<file path="config.mk">
export PLATFORM = sky130hd
export DESIGN_NAME = frame_command_packet_deframer_top
export DESIGN_NICKNAME = d
export VERILOG_FILES = /design/src/hw/rtl/fcpd_pkg.sv /design/src/hw/rtl/fcpd_limit.sv /design/src/hw/rtl/fcpd_parser.sv /design/src/hw/rtl/fcpd_out_reg.sv /design/src/hw/rtl/frame_command_packet_deframer_top.sv
export SDC_FILE = /design/constraint.sdc
export NUM_CORES = 1
export LEC_CHECK = 0
export BUFFER_PORTS_ARGS = -buffer_cell sky130_fd_sc_hd__buf_4
export CELL_PAD_IN_SITES_DETAIL_PLACEMENT = 1
export CELL_PAD_IN_SITES_GLOBAL_PLACEMENT = 1
export CORE_MARGIN = 2
export CORE_UTILIZATION = 44
export DETAILED_ROUTE_END_ITERATION = 10
export GPL_TIMING_DRIVEN = 0
export PLACE_DENSITY_LB_ADDON = 0.3
export REMOVE_ABC_BUFFERS = 1
export SYNTH_ARGS = -nofsm -noshare
export SYNTH_HDL_FRONTEND = slang
export SYNTH_SLANG_ARGS = --single-unit
</file>
<file path="constraint.sdc">
create_clock -name clk -period 7.1 [get_ports clk]
set_input_delay 2.13 -clock clk [delete_from_list [all_inputs] [get_ports clk]]
set_output_delay 2.13 -clock clk [all_outputs]
set_load 0.01 [all_outputs]
</file>
<file path="src/hw/rtl/fcpd_pkg.sv">
// ----------------------------------------------------------------------------
// fcpd_pkg
// shared types and constants of the frame and command packet deframer
// ----------------------------------------------------------------------------
package fcpd_pkg;

    localparam int DIM_W   = 13;
    localparam int LIMIT_W = 25;
    localparam int CNT_W   = 2;

    localparam logic [7:0] SYNC_BYTE       = 8'hDA;
    localparam logic [7:0] TYPE_CMD        = 8'h7F;
    localparam logic [7:0] TYPE_FRAME      = 8'h7E;
    localparam logic [7:0] CMD_BRIGHT      = 8'h01;
    localparam logic [7:0] CMD_COLOUR_TEMP = 8'h02;
    localparam logic [7:0] CMD_RES         = 8'h04;

    localparam logic [CNT_W-1:0]   LAST_FIELD_BYTE = 2'd3;
    localparam logic [LIMIT_W-1:0] LIMIT_PAD       = 25'd256;
    localparam logic [DIM_W-1:0]   RESET_WIDTH     = 13'd1024;
    localparam logic [DIM_W-1:0]   RESET_HEIGHT    = 13'd768;
    localparam logic [LIMIT_W-1:0] RESET_LIMIT     = 25'd786688;

    typedef enum logic [7:0] {
        PH_HUNT    = 8'b0000_0001,
        PH_TYPE    = 8'b0000_0010,
        PH_CMD     = 8'b0000_0100,
        PH_RES     = 8'b0000_1000,
        PH_VALUE   = 8'b0001_0000,
        PH_FLAGS   = 8'b0010_0000,
        PH_LEN     = 8'b0100_0000,
        PH_PAYLOAD = 8'b1000_0000
    } phase_t;

    typedef enum logic [2:0] {
        KIND_PAYLOAD    = 3'd0,
        KIND_RESOLUTION = 3'd1,
        KIND_BRIGHTNESS = 3'd2,
        KIND_WARMTH     = 3'd3,
        KIND_ERROR      = 3'd4
    } kind_t;

    typedef enum logic [1:0] {
        ERR_SYNC     = 2'd0,
        ERR_TYPE     = 2'd1,
        ERR_TOO_LONG = 2'd2
    } err_t;

    typedef struct packed {
        logic [DIM_W-1:0] width;
        logic [DIM_W-1:0] height;
    } dims_t;

    typedef struct packed {
        kind_t            kind;
        logic [7:0]       data_byte;
        logic             keyframe;
        logic             is_first;
        logic             is_last;
        logic [DIM_W-1:0] new_width;
        logic [DIM_W-1:0] new_height;
        err_t             error_code;
    } result_t;

endpackage

</file>
<file path="src/hw/rtl/fcpd_limit.sv">
// ----------------------------------------------------------------------------
// fcpd_limit
// registered payload length limit, width times height plus header margin
// ----------------------------------------------------------------------------
module fcpd_limit
(
    input  logic                          clk,
    input  logic                          rst_n,
    input  fcpd_pkg::dims_t               dims,
    output logic [fcpd_pkg::LIMIT_W-1:0]  limit
);

    logic [2*fcpd_pkg::DIM_W-1:0] product;
    logic [fcpd_pkg::LIMIT_W-1:0] limit_reg;
    logic [fcpd_pkg::LIMIT_W-1:0] limit_next;

    assign product    = dims.width * dims.height;
    assign limit_next = product[fcpd_pkg::LIMIT_W-1:0] + fcpd_pkg::LIMIT_PAD;

    always_ff @(posedge clk or negedge rst_n)
    begin
        if (!rst_n)
        begin
            limit_reg <= fcpd_pkg::RESET_LIMIT;
        end
        else
        begin
            limit_reg <= limit_next;
        end
    end

    assign limit = limit_reg;

endmodule

</file>
<file path="src/hw/rtl/fcpd_parser.sv">
// ----------------------------------------------------------------------------
// fcpd_parser
// packet state machine, header field assembly and result forming
// ----------------------------------------------------------------------------
module fcpd_parser
#(
    parameter int MAX_DIM = 4096
)
(
    input  logic                          clk,
    input  logic                          rst_n,
    input  logic                          step,
    input  logic [7:0]                    rx_byte,
    input  logic [fcpd_pkg::LIMIT_W-1:0]  limit,
    output fcpd_pkg::dims_t               dims,
    output logic                          res_valid,
    output fcpd_pkg::result_t             res
);

    fcpd_pkg::phase_t             phase_reg, phase_next;
    logic [fcpd_pkg::CNT_W-1:0]   count_reg, count_next;
    logic [23:0]                  asm_reg, asm_next;
    logic [7:0]                   code_reg, code_next;
    logic                         key_reg, key_next;
    logic                         first_reg, first_next;
    logic [fcpd_pkg::LIMIT_W-1:0] remain_reg, remain_next;
    fcpd_pkg::dims_t              dims_reg, dims_next;

    logic [31:0]                  field;
    logic [15:0]                  w16;
    logic [15:0]                  h16;
    logic                         dims_ok;
    logic [fcpd_pkg::LIMIT_W-1:0] remain_dec;

    assign field      = {rx_byte, asm_reg};
    assign w16        = field[15:0];
    assign h16        = field[31:16];
    assign dims_ok    = (w16 != 16'd0) && (h16 != 16'd0)
                        && (w16 <= 16'(MAX_DIM)) && (h16 <= 16'(MAX_DIM));
    assign remain_dec = (remain_reg == '0) ? '0 : remain_reg - 1'b1;

    always_comb
    begin
        phase_next  = phase_reg;
        count_next  = count_reg;
        asm_next    = asm_reg;
        code_next   = code_reg;
        key_next    = key_reg;
        first_next  = first_reg;
        remain_next = remain_reg;
        dims_next   = dims_reg;
        res_valid   = 1'b0;
        res         = '0;
        unique case (phase_reg)
            fcpd_pkg::PH_HUNT:
            begin
                if (rx_byte == fcpd_pkg::SYNC_BYTE)
                begin
                    phase_next = fcpd_pkg::PH_TYPE;
                end
                else
                begin
                    res_valid      = 1'b1;
                    res.kind       = fcpd_pkg::KIND_ERROR;
                    res.error_code = fcpd_pkg::ERR_SYNC;
                end
            end
            fcpd_pkg::PH_TYPE:
            begin
                if (rx_byte == fcpd_pkg::TYPE_CMD)
                begin
                    phase_next = fcpd_pkg::PH_CMD;
                end
                else if (rx_byte == fcpd_pkg::TYPE_FRAME)
                begin
                    phase_next = fcpd_pkg::PH_FLAGS;
                end
                else
                begin
                    phase_next     = fcpd_pkg::PH_HUNT;
                    res_valid      = 1'b1;
                    res.kind       = fcpd_pkg::KIND_ERROR;
                    res.error_code = fcpd_pkg::ERR_TYPE;
                end
            end
            fcpd_pkg::PH_CMD:
            begin
                code_next  = rx_byte;
                count_next = '0;
                phase_next = (rx_byte == fcpd_pkg::CMD_RES) ? fcpd_pkg::PH_RES
                                                            : fcpd_pkg::PH_VALUE;
            end
            fcpd_pkg::PH_RES:
            begin
                asm_next   = field[31:8];
                count_next = count_reg + 1'b1;
                if (count_reg == fcpd_pkg::LAST_FIELD_BYTE)
                begin
                    phase_next = fcpd_pkg::PH_HUNT;
                    if (dims_ok)
                    begin
                        dims_next.width  = w16[fcpd_pkg::DIM_W-1:0];
                        dims_next.height = h16[fcpd_pkg::DIM_W-1:0];
                        res_valid        = 1'b1;
                        res.kind         = fcpd_pkg::KIND_RESOLUTION;
                        res.new_width    = w16[fcpd_pkg::DIM_W-1:0];
                        res.new_height   = h16[fcpd_pkg::DIM_W-1:0];
                    end
                end
            end
            fcpd_pkg::PH_VALUE:
            begin
                phase_next    = fcpd_pkg::PH_HUNT;
                res.data_byte = rx_byte;
                if (code_reg == fcpd_pkg::CMD_BRIGHT)
                begin
                    res_valid = 1'b1;
                    res.kind  = fcpd_pkg::KIND_BRIGHTNESS;
                end
                else if (code_reg == fcpd_pkg::CMD_COLOUR_TEMP)
                begin
                    res_valid = 1'b1;
                    res.kind  = fcpd_pkg::KIND_WARMTH;
                end
            end
            fcpd_pkg::PH_FLAGS:
            begin
                key_next   = rx_byte[0];
                count_next = '0;
                phase_next = fcpd_pkg::PH_LEN;
            end
            fcpd_pkg::PH_LEN:
            begin
                asm_next   = field[31:8];
                count_next = count_reg + 1'b1;
                if (count_reg == fcpd_pkg::LAST_FIELD_BYTE)
                begin
                    if (field > {{(32 - fcpd_pkg::LIMIT_W){1'b0}}, limit})
                    begin
                        phase_next     = fcpd_pkg::PH_HUNT;
                        res_valid      = 1'b1;
                        res.kind       = fcpd_pkg::KIND_ERROR;
                        res.error_code = fcpd_pkg::ERR_TOO_LONG;
                    end
                    else if (field == 32'd0)
                    begin
                        phase_next = fcpd_pkg::PH_HUNT;
                    end
                    else
                    begin
                        remain_next = field[fcpd_pkg::LIMIT_W-1:0];
                        first_next  = 1'b1;
                        phase_next  = fcpd_pkg::PH_PAYLOAD;
                    end
                end
            end
            fcpd_pkg::PH_PAYLOAD:
            begin
                res_valid     = 1'b1;
                res.kind      = fcpd_pkg::KIND_PAYLOAD;
                res.data_byte = rx_byte;
                res.keyframe  = key_reg;
                res.is_first  = first_reg;
                res.is_last   = (remain_reg <= 1);
                first_next    = 1'b0;
                remain_next   = remain_dec;
                if (remain_dec == '0)
                begin
                    phase_next = fcpd_pkg::PH_HUNT;
                end
            end
            default:
            begin
                phase_next = fcpd_pkg::PH_HUNT;
            end
        endcase
    end

    always_ff @(posedge clk or negedge rst_n)
    begin
        if (!rst_n)
        begin
            phase_reg  <= fcpd_pkg::PH_HUNT;
            count_reg  <= '0;
            asm_reg    <= '0;
            code_reg   <= '0;
            key_reg    <= 1'b0;
            first_reg  <= 1'b0;
            remain_reg <= '0;
            dims_reg   <= '{width: fcpd_pkg::RESET_WIDTH, height: fcpd_pkg::RESET_HEIGHT};
        end
        else if (step)
        begin
            phase_reg  <= phase_next;
            count_reg  <= count_next;
            asm_reg    <= asm_next;
            code_reg   <= code_next;
            key_reg    <= key_next;
            first_reg  <= first_next;
            remain_reg <= remain_next;
            dims_reg   <= dims_next;
        end
    end

    assign dims = dims_reg;

endmodule

</file>
<file path="src/hw/rtl/fcpd_out_reg.sv">
// ----------------------------------------------------------------------------
// fcpd_out_reg
// result register towards the master-side stream
// ----------------------------------------------------------------------------
module fcpd_out_reg
(
    input  logic              clk,
    input  logic              rst_n,
    input  logic              load,
    input  fcpd_pkg::result_t res,
    input  logic              out_ready,
    output logic              in_ready,
    output logic              out_valid,
    output fcpd_pkg::result_t out_res
);

    logic              valid_reg;
    fcpd_pkg::result_t res_reg;

    assign in_ready = !valid_reg || out_ready;

    always_ff @(posedge clk or negedge rst_n)
    begin
        if (!rst_n)
        begin
            valid_reg <= 1'b0;
        end
        else if (in_ready)
        begin
            valid_reg <= load;
        end
    end

    always_ff @(posedge clk)
    begin
        if (load)
        begin
            res_reg <= res;
        end
    end

    assign out_valid = valid_reg;
    assign out_res   = res_reg;

endmodule

</file>
<file path="src/hw/rtl/frame_command_packet_deframer_top.sv">
// ----------------------------------------------------------------------------
// frame_command_packet_deframer_top
// link byte deframer for command and frame packets
// ----------------------------------------------------------------------------
// result: the beat for an accepted byte is registered in the output register and is valid in the next cycle
// throughput: one byte per cycle, limited by the single parser state update, while the output register can take a beat
// reset: asynchronous, hunting for sync, 1024 x 768 frame size, output empty
// ----------------------------------------------------------------------------
module frame_command_packet_deframer_top
#(
    parameter int MAX_DIM = 4096
)
(
    input  logic        clk,
    input  logic        rst_n,
    input  logic        s_axis_tvalid,
    output logic        s_axis_tready,
    input  logic [7:0]  s_axis_tdata,   // rx_byte
    output logic        m_axis_tvalid,
    input  logic        m_axis_tready,
    output logic [39:0] m_axis_tdata,   // data_byte, new_width, new_height, error_code
    output logic [4:0]  m_axis_tuser,   // kind, keyframe, is_first
    output logic        m_axis_tlast    // is_last
);

    logic                         accept;
    logic                         res_valid;
    fcpd_pkg::result_t            res;
    fcpd_pkg::result_t            out_res;
    fcpd_pkg::dims_t              dims;
    logic [fcpd_pkg::LIMIT_W-1:0] limit;

    assign accept = s_axis_tvalid && s_axis_tready;

    fcpd_parser #(
        .MAX_DIM (MAX_DIM)
    ) u_parser (
        .clk       (clk),
        .rst_n     (rst_n),
        .step      (accept),
        .rx_byte   (s_axis_tdata),
        .limit     (limit),
        .dims      (dims),
        .res_valid (res_valid),
        .res       (res)
    );

    fcpd_limit u_limit (
        .clk   (clk),
        .rst_n (rst_n),
        .dims  (dims),
        .limit (limit)
    );

    fcpd_out_reg u_out (
        .clk       (clk),
        .rst_n     (rst_n),
        .load      (accept && res_valid),
        .res       (res),
        .out_ready (m_axis_tready),
        .in_ready  (s_axis_tready),
        .out_valid (m_axis_tvalid),
        .out_res   (out_res)
    );

    assign m_axis_tdata = {4'd0, out_res.error_code, out_res.new_height,
                           out_res.new_width, out_res.data_byte};
    assign m_axis_tuser = {out_res.is_first, out_res.keyframe, out_res.kind};
    assign m_axis_tlast = out_res.is_last;

endmodule
</file>
==> metrics.csv <==
metric,value,unit
Post-Synth Adder-Cell Area,28.8,%
max-cap viol count,0,
largest net degree at the start of global routing,87,
Final min period,6.34,ns
H-tree depth,4,
Max Fclk,158,MHz
CTS sink count,163,
Clock transition at path regs,0.07,ns
nature of the critical path startpoint,register,
Vias,9658,
Fin Clk Skew,0.0107,ns
height of the die,178,µm
Peak VDD IR,0.106,mV
drt total wl,35000,µm
Chip Width,178,µm
Post-Synth Simple-Gate Area,17.2,%
Final Util,49.5,%
Post-synth EDFFs,42,
Post-DP Area,14100,µm²
Main synth FF type,dfrtp_1,
P_leak,0.00716,µW
Max clock buf depth,2,
post-DR vias/cell,5.60,
Root Buffer,clkbuf_16,
mux cell area share after synthesis,5.32,%
hold buffers post-CTS,0,
sequential cell area,4300,µm²
postcts setup bufs,0,
area fraction of the dominant cell type after synthesis,21.4,%
status,"finished, final reports clean",
fin nets,1569,
RSZ-0062 raised after global routing,false,
Diodes inserted,0,
Yosys cell types,79,
register area share after synthesis,32.2,%
IO Pins,60,
CTS tree,done,
final setup vio count,0,
first-pass GRT wire length,57800,µm
row count,63,
"commonest non-fill, non-tap cell in the layout",inv_1,
ranking of synthesized cells by area,"dfrtp_1 21%, fa_1 18%, ha_1 11%, edfxtp_1 9.5%, and2_1 5.6%",
Syn-to-layout area delta,10.4,%
cells after synthesis,1299,
WP data arrival,6.70,ns
total die area,31700,µm²
"Slew Viols, Final",0,
critical path class,reg2reg,
combinational family with the most area after synthesis,adder cells,
Synth Cell Area,13300,µm²
Worst Tran Pin Value,1.33,ns
relative slew slack,11.0,%
Final period util,89.3,%
post_cts resized,0,
Compound-Gate Fraction of Synth Area,8.27,%
"commonest non-fill, non-tap cells in the layout","151 x inv_1, 130 x nand2_1, 121 x fa_1, 119 x and2_1, 114 x dfrtp_1",
largest area contributor in the netlist,dfrtp_1,
Initial Util,44.9,%
routability congestion estimate,0.818,
Seq cells post-synth,163,
Worst Path Max Fanout,14,
Largest register FFs,42,
Post-synth ARST share,74.2,%
fillers,3285,
CTS Buf Count,17,
total grt overflow,0,
cell area after layout,14700,µm²
pwr dens,156,nW/µm²
syn_area_per_cell,10.3,µm²
Synth Area in XOR/XNOR,1.96,%
WP data required,7.46,ns
core area,29700,µm²
DRC viols,0,
initial antenna violation count,2,
synth warn,0,
TritonRoute pass-1 iters,5,
IO buf count,55,
number of nets with antenna violations after routing,0,
CP Capture Type,register,
clock latency at the later pin of the worst-skew pair,0.44,ns
wire length per cell after detailed routing,20.3,µm
detailed placer's ending HPWL,25900,µm
layout cells sized above 1,13.5,%
Total GRT Usage,23.6,%
drt initial violations,610,
HP Class,reg2reg,
vias in the first global route,10900,
area of the multi-input gates,8250,µm²
final hold vios,0,
-- Yosys cell counts, drive strengths merged, types with 2 or more instances --
library cell / instances
a211oi: 5
a21o: 8
a21oi: 43
a221oi: 2
a22oi: 3
a31oi: 6
a32oi: 5
and2: 119
and3: 5
buf: 10
clkbuf: 47
dfrtp: 114
dfstp: 7
edfxtp: 42
fa: 121
ha: 113
inv: 152
mux2: 60
mux2i: 3
nand2: 131
nand2b: 9
nand3: 12
nand3b: 2
nand4: 10
nor2: 60
nor2b: 7
nor3: 26
nor4: 22
nor4b: 4
o2111ai: 4
o211ai: 5
o21a: 7
o21ai: 56
o21bai: 2
o221ai: 2
o31ai: 7
o41ai: 4
or3: 7
or3b: 2
or4: 6
or4b: 3
xnor2: 24
xor2: 5
-- layout make-up --
type                    instances  area share [%]
clock buffers                  17            2.89
clock inverters                15            1.25
inverters                     152            3.88
multi-input cells             930            56.0
flip-flops and latches        163            29.2
well taps                     390            3.32
repair buffers                 59            3.41
-- critical path, cell delays in order, from the launching register on --
cell      delay [ns]
dfrtp_1         0.60
and2_1          0.27
fa_1            0.53
inv_1           0.06
fa_1            0.53
inv_1           0.05
fa_1            0.51
inv_1           0.05
fa_1            0.47
inv_1           0.05
fa_1            0.50
fa_1            0.49
ha_1            0.37
o21a_1          0.20
o31a_1          0.13
o31ai_1         0.21
a21boi_0        0.19
o21a_1          0.24
o221a_2         0.29
o41ai_1         0.34
xnor2_1         0.16
-- stage by stage --
step	power, µW	cells	hold WS, ns	TNS, ns	worst slack, ns
3_3_place_gp	1360	1690	0.456	-23.09	-0.578
5_1_grt	2390	1726	0.511	0	0.405
3_5_place_dp	1370	1694	0.470	0	0.736
2_1_floorplan	1220	1245	0.441	0	1.37
6_report	2300	1726	0.491	0	0.759
4_1_cts	2320	1726	0.488	0	0.698
-- where the power goes --
group / internal [µW] / leakage, µW / switching [µW] / total (µW)
clock: 507 / 0.000295 / 441 / 948
sequential: 1040 / 0.00203 / 35.0 / 1080
combinational: 108 / 0.00483 / 169 / 277
total: 1660 / 0.00716 / 645 / 2300
-- routing by layer --
| metal | track usage (%) | wire (µm) | vias to the layer above |
|---|---|---|---|
| met3 | 2.96 | 1110 | 54 |
| met2 | 41.9 | 17800 | 169 |
| met5 | 0 | 0 | - |
| met1 | 30.4 | 15400 | 5041 |
| met4 | 6.42 | 685 | 0 |
| li1 | - | - | 4394 |
-- path summary, 6_finish.rpt --
| kind | start | endpoint | slack, ns | depth (start not counted) |
|---|---|---|---|---|
| setup / recovery | u_parser.dims[4] | u_limit.limit[21] | 0.76 | 20 |
| hold / removal | u_parser.first_reg | u_parser.first_reg | 0.49 | 1 |
| setup reg to reg | u_parser.dims[4] | u_limit.limit[21] | 0.76 | 20 |
| hold reg to reg | u_parser.first_reg | u_parser.first_reg | 0.49 | 1 |
| max in group asynchronous | rst_n | u_parser.phase_reg[0] | 4.73 | 2 |
| min in group asynchronous | rst_n | u_limit.limit[6] | 1.57 | 1 |
-- kinds of logic after synthesis --
kind of cell               Yosys count
AOI/OAI and AO/OA                  169
xor gates and xnor gates            29
adders and majority gates          234
buffers and inverters              209
DFF                                163
muxes                               63
other                                1
and+or+nand+nor                    431
No activity file was read; power rests on OpenSTA's default activity.
